`config.mk`:
```
export PLATFORM = sky130hd
export DESIGN_NAME = smpc_ctrl
export DESIGN_NICKNAME = d
export VERILOG_FILES = /design/src/rtl/sliding_mode_position_controller_top_defines.svh /design/src/rtl/smpc_pkg.sv /design/src/rtl/smpc_ctrl.sv
export SDC_FILE = /design/constraint.sdc
export NUM_CORES = 1
export LEC_CHECK = 0
export BUFFER_PORTS_ARGS = -buffer_cell sky130_fd_sc_hd__buf_2
export CORE_UTILIZATION = 39
export DETAILED_ROUTE_END_ITERATION = 8
export HOLD_SLACK_MARGIN = 0.05
export SLEW_MARGIN = 30
export SYNTH_ARGS = -nofsm -noshare
export SYNTH_HDL_FRONTEND = slang
export SYNTH_SLANG_ARGS = --single-unit
```
`constraint.sdc`:
```
create_clock -name clk -period 2.9 [get_ports clk]
set_clock_uncertainty 0.1 [all_clocks]
set_input_delay 0.435 -clock clk [delete_from_list [all_inputs] [get_ports clk]]
set_output_delay 0.435 -clock clk [all_outputs]
set_load 0.01 [all_outputs]
```
`src/rtl/sliding_mode_position_controller_top_defines.svh`:
```
// Assertion macros for the sliding-mode position controller.
// Used by the top level only; no other dependencies.
`ifndef SLIDING_MODE_POSITION_CONTROLLER_TOP_DEFINES_SVH
`define SLIDING_MODE_POSITION_CONTROLLER_TOP_DEFINES_SVH
`ifndef SYNTHESIS
`define SMPC_ASSERT_IMPL(label, clk, rst_n, ante, cons) \
    label: assert property (@(posedge clk) disable iff (!rst_n) (ante) |-> (cons)) \
        else $error("assertion failed");
`define SMPC_ASSERT_NEXT(label, clk, rst_n, ante, cons) \
    label: assert property (@(posedge clk) disable iff (!rst_n) (ante) |=> (cons)) \
        else $error("assertion failed");
`else
`define SMPC_ASSERT_IMPL(label, clk, rst_n, ante, cons)
`define SMPC_ASSERT_NEXT(label, clk, rst_n, ante, cons)
`endif
`endif

```
`src/rtl/smpc_pkg.sv`:
```
// Shared types and constants for the sliding-mode position controller.
// No dependencies.
package smpc_pkg;
    localparam int FRAC_BITS = 16;
    localparam logic signed [33:0] ONE_Q = 34'sd1 <<< FRAC_BITS;
    localparam logic signed [33:0] ALPHA_Q = 34'((((64'd85) << FRAC_BITS) + 64'd50) / 64'd100);
    localparam logic signed [33:0] BETA_Q = ONE_Q - ALPHA_Q;
    localparam logic [15:0] DEFAULT_RATE = 16'd1000;
    localparam int ADDR_W = 5;

    localparam logic [2:0] REG_SLOPE = 3'd0;
    localparam logic [2:0] REG_REACH = 3'd1;
    localparam logic [2:0] REG_SWITCH = 3'd2;
    localparam logic [2:0] REG_DEADBAND = 3'd3;
    localparam logic [2:0] REG_LIMIT = 3'd4;
    localparam logic [2:0] REG_INERTIA = 3'd5;
    localparam logic [2:0] REG_BOUNDARY = 3'd6;
    localparam logic [2:0] REG_TICK = 3'd7;

    // Datapath step codes issued by the controller.
    typedef enum logic [4:0] {
        OP_DIFF  = 5'd0,  // error, target delta
        OP_RATE  = 5'd1,  // rate = sat(delta*tick)
        OP_ACC   = 5'd2,  // rate - previous rate, deadband test
        OP_ACCM  = 5'd3,  // (rate - previous rate)*tick
        OP_VERR  = 5'd4,  // accel, verr, C*error
        OP_SURF  = 5'd5,  // s, C*verr
        OP_KS    = 5'd6,  // K*s, start boundary division
        OP_DIVST = 5'd7,  // one quotient bit
        OP_BSAT  = 5'd8,  // subtract K*s, eps*sat
        OP_INNER = 5'd9,  // inner sum
        OP_RAW   = 5'd10, // J*inner
        OP_CLAMP = 5'd11, // clamp, alpha*prev
        OP_FILT  = 5'd12, // beta*raw
        OP_DONE  = 5'd13  // drive, publish
    } op_t;

    typedef struct packed {
        logic start;
        logic step;
        op_t  op;
    } dp_cmd_t;

    typedef struct packed {
        logic dead;
        logic div_done;
    } dp_status_t;

    typedef struct packed {
        logic [30:0] slope;
        logic [30:0] reach;
        logic [30:0] switch_g;
        logic [30:0] deadband;
        logic [30:0] limit;
        logic signed [31:0] inertia;
        logic signed [31:0] boundary;
        logic [15:0] tick;
    } cfg_t;

    function automatic logic signed [31:0] sat32(input logic signed [65:0] x);
        logic signed [31:0] r;
        if (x > 66'sh0_7FFF_FFFF) r = 32'sh7FFF_FFFF;
        else if (x < -66'sh0_8000_0000) r = 32'sh8000_0000;
        else r = x[31:0];
        return r;
    endfunction
endpackage

```
`src/rtl/smpc_ctrl.sv`:
```
// Sequencer for the sliding-mode position controller.
// Depends on smpc_pkg.
module smpc_ctrl (
    input  logic                   clk,
    input  logic                   rst_n,
    input  logic                   in_fire,
    input  logic                   out_free,
    input  smpc_pkg::dp_status_t   status,
    output smpc_pkg::dp_cmd_t      cmd,
    output logic                   busy,
    output logic                   publish
);
    typedef enum logic [2:0] {
        S_IDLE = 3'b001,
        S_RUN  = 3'b010,
        S_DIV  = 3'b100
    } state_t;

    state_t state_reg, state_next;
    smpc_pkg::op_t op_reg, op_next;

    always_comb
    begin
        state_next = state_reg;
        op_next = op_reg;
        cmd.start = 1'b0;
        cmd.step = 1'b0;
        cmd.op = op_reg;
        publish = 1'b0;
        case (state_reg)
            S_IDLE:
            begin
                if (in_fire)
                begin
                    cmd.start = 1'b1;
                    state_next = S_RUN;
                    op_next = smpc_pkg::OP_RATE;
                end
            end
            S_RUN:
            begin
                cmd.step = 1'b1;
                case (op_reg)
                    smpc_pkg::OP_ACC:
                        op_next = smpc_pkg::OP_ACCM;
                    smpc_pkg::OP_KS:
                    begin
                        op_next = smpc_pkg::OP_DIVST;
                        state_next = S_DIV;
                    end
                    smpc_pkg::OP_DONE:
                    begin
                        if (out_free)
                        begin
                            publish = 1'b1;
                            state_next = S_IDLE;
                        end
                        else
                        begin
                            cmd.step = 1'b0;
                        end
                    end
                    default:
                        op_next = smpc_pkg::op_t'(op_reg + 5'd1);
                endcase
                if (op_reg == smpc_pkg::OP_ACC && status.dead)
                    op_next = smpc_pkg::OP_DONE;
            end
            S_DIV:
            begin
                // The last divider cycle also steps, so the datapath forms sat(s).
                cmd.step = 1'b1;
                if (status.div_done)
                begin
                    op_next = smpc_pkg::OP_BSAT;
                    state_next = S_RUN;
                end
            end
            default:
                state_next = S_IDLE;
        endcase
    end

    assign busy = (state_reg != S_IDLE);

    always_ff @(posedge clk or negedge rst_n)
    begin
        if (!rst_n)
        begin
            state_reg <= S_IDLE;
            op_reg <= smpc_pkg::OP_DIFF;
        end
        else
        begin
            state_reg <= state_next;
            op_reg <= op_next;
        end
    end
endmodule

```
# --- Word level (Yosys, flattened, before mapping) ---
# Cells that the tools add are included.
classes:
  addsub: 1
  n_eq_ne: 12
  mux: 17
  reduce_logical: 4
ops:
  columns: ["op", "n"]
  rows:
  - ["$pmux W5 S3", 2]
  - ["$mux W5", 3]
  - ["$mux W3", 3]
  - ["$pmux W3 S3", 1]
  - ["$reduce_and A4 Y1", 2]
  - ["$mux W1", 6]
  - ["$ne A3 B1 Y1 const B", 2]
  - ["$ne A3 B3 Y1 const B", 2]
  - ["$pmux W3 S2", 1]
  - ["$add A5 B1 Y5 const B", 1]
  - ["$eq A5 B2 Y1 const B", 1]
  - ["$eq A5 B3 Y1 const B", 1]
  - ["$eq A5 B4 Y1 const B", 1]
  - ["$ne A2 B2 Y1 const B", 2]
  - ["$eq A3 B1 Y1 const B", 1]
  - ["$eq A3 B2 Y1 const B", 1]
  - ["$eq A3 B3 Y1 const B", 1]
  - ["$reduce_bool A3 Y1", 1]
  - ["$pmux W1 S2", 1]
  - ["$logic_and A1 B1 Y1", 1]
word_totals:
  ff_bits: 8
  inputBits: 6
  out_inout_bits: 9
  word_cells: 36

# --- Logic depth before layout (Yosys ltp) ---
logic_depth:
  word_depth: 4
  depth_mapped: 6
  mapped_depth_nobuf: 6

# --- Least setup slack after synthesis ---
# OpenSTA, ideal clock, no wires.
synth_path:
  kind: "reg-to-output"
  start: "reg op_reg[1]"
  end: "out cmd[5] (netlist name)"
  arrival_time_ps: 1322
  setup_slack_ps: 1043
  stages_incl_launch_ff: 6
  path_cell_list: "dfrtp_1 > inv_1 > ha_1 > and4b_1 > nor2b_1 > o21ai_0"
synth_rtl:
  columns: ["element", "line", "text"]
  rows:
  - ["start, declared", "smpc_ctrl.sv:20", "smpc_pkg::op_t op_reg, op_next;"]
  - ["start signal, assigned", "smpc_ctrl.sv:91", "op_reg <= smpc_pkg::OP_DIFF;"]
  - ["start signal, assigned", "smpc_ctrl.sv:96", "op_reg <= op_next;"]
  - ["end, declared", "smpc_ctrl.sv:9", "output smpc_pkg::dp_cmd_t cmd,"]

==> run summary <==
status: completed
critical path class: flop to output port
Async S/R FF share, synth: 100%
vias in the first global route: 450
number of antenna diodes: 0
Root Buffer: clkbuf_4
Worst-Margin Slew: 603 ps
RSZ-0062 raised after global routing: no
Net Count, Synth: 72
post-route setup TNS: 0 ps
Sequential Area: 201 µm²
first-pass GRT wire length: 2040 µm
Slew HR: 59.7%
pin count of the biggest net entering global routing: 11
die area: 1680 µm²
# Max-Cap Violations: 0
Synth cell types: 32
core area: 1350 µm²
Power Total: 508 µW
Worst Path Required: 2370 ps
Routed Antenna Nets: 0
H-tree levels: 1
Yosys reg bits: 8
Hold Crit Class: primary input to flop
chip width: 41.0 µm
worst vdd ir: 0.368 mV
# port buffers: 14
all-layer global routing usage: 19.7%
die height: 41.0 µm
final slew viol count: 0
Finish-stage setup viols: 0
# IOs: 15
clock sinks: 8
fin nets: 91
drt wl/cell: 14.2 µm
DR DRC count: 0
Avg Synthesized Cell Area: 9.41 µm²
Lkg Pwr: 0.000328 µW
Hold Fails Final Rpt: 0
Worst-path clk slew: 60 ps
Final Cycle Share: 74.1%
fmax: 465 MHz
First-pass DRT Iterations: 2
initial antenna violation count: 0
Syn Std Cell Area: 593 µm²
Cells after Synth: 63
CTS tree: yes
FP Rows: 13
Iter 0 DRT Violations: 3
fillers: 137
Post-CTS Setup Inserts: 0
number of synthesized flops with an enable pin: 0
CTS buffer count: 3
Arr. time, crit path: 1610 ps
via-per-instance ratio: 5.69
fin crit period: 2150 ps
Final Routed Wirelength: 1360 µm
ys flop type: dfrtp_1
CTS Buffer Depth: 2
layout cells sized above 1: 28.4%
DP HPWL: 1050 µm
Starting Density: 43.9%
area of the multi-input gates: 369 µm²
CP endpoint kind: output port
register area share after synthesis: 34.0%
hold slack: 376 ps
Power Dens Cells: 719 nW/µm²
Yosys warning total: 0
Crit Path Max Fanout: 6
DR vias: 546
Placer Congestion: 0.739
Largest register FFs: 5
Clock Latency Late Sink: 270 ps
global route overflow: 0
startpoint types: flop
Syn-to-layout area delta: 19.2%
## cell usage after synthesis (2+ instances only)
cell type  n  area share, %
a21oi_1    4            3.4
and2_1     2            2.1
and4b_1    2            3.4
dfrtp_1    7             30
ha_1       3            6.3
inv_1      3            1.9
nand2_1    3            1.9
nand3_1    2            1.7
nand3b_1   3            3.8
nor2_1     3            1.9
nor3b_1    4            5.1
o21a_1     3            3.8
o21ai_0    4            3.4
or3b_2     2            3.0
## power by group
part	leakage (µW)	switching, µW	internal (µW)
combinational	0.000211	117	107
sequential	0.000103	44.8	144
clock	0.0000150	41.7	52.9
total	0.000328	204	304
## what timing repair did
item | CTS | global route
endpoints found under the hold margin | 7 | 0
hold buffers | 1 | 0
gates resized for setup | 0 | 0
## cell usage in the layout, fill, tap and decap left out, types with 2 or more instances in the layout
cell and instances:
buf_2 14, dfrtp_1 7, o21ai_0 4, nor3b_1 4, a21oi_1 4, inv_1 3
nor2_1 3, nand2_1 3, nand3b_1 3, o21a_1 3, ha_1 3, clkbuf_4 3
and4b_1 2, or3b_2 2, nand3_1 2, and2_1 2
## kinds of logic after synthesis
kind of cell               after synthesis  synth area share [%]
adders and majority gates                3                  6.33
buffers and inverters                    4                  3.80
and+or+nand+nor                         27                  31.4
muxes                                    1                  1.69
DFF                                      8                  34.0
AOI/OAI and AO/OA                       20                  22.8
## critical path, stage by stage, from the launching register on
cell	delay, ps
dfrtp_1	420
inv_1	80
ha_1	190
and4b_1	250
nor2b_1	140
o21ai_0	120
buf_2	150
## per-layer routing
layer | track usage, % | up-vias | part of all wire (%)
met5 | 0 | - | 0
met4 | 15.0 | 0 | 2.1
met3 | 5.43 | 4 | 2.9
met2 | 30.9 | 13 | 49
met1 | 22.4 | 253 | 46
li1 | - | 276 | -
## final timing paths
kind                           start      endpoint  slack [ps]  cells after the start
min                         out_free  state_reg[0]         380                      3
max reg2reg                op_reg[0]     op_reg[3]        1050                      6
max in group asynchronous      rst_n  state_reg[0]        2010                      2
min reg2reg                op_reg[4]     op_reg[4]         480                      1
min in group asynchronous      rst_n     op_reg[1]         440                      2
max                        op_reg[1]        cmd[5]         750                      6
## layout make-up
cell class,instances,area share (%)
Clock buffer,4,3.72
Inverter,3,1.59
Multi-Input combinational cell,51,52.2
Sequential cell,8,28.5
Tap cell,15,2.65
Timing Repair Buffer,15,11.3
## metrics by stage
stage | std cells | area, µm² | worst slack [ps] | utilization (%)
finish | 96 | 707 | 751 | 52.4
detailed placement | 91 | 671 | 1040 | 49.7
CTS | 96 | 707 | 744 | 52.4
global route | 96 | 707 | 639 | 52.4
floorplan | 63 | 593 | 1040 | -
global placement | 91 | 671 | 1040 | 49.7
(Power assumes the default switching activity.)
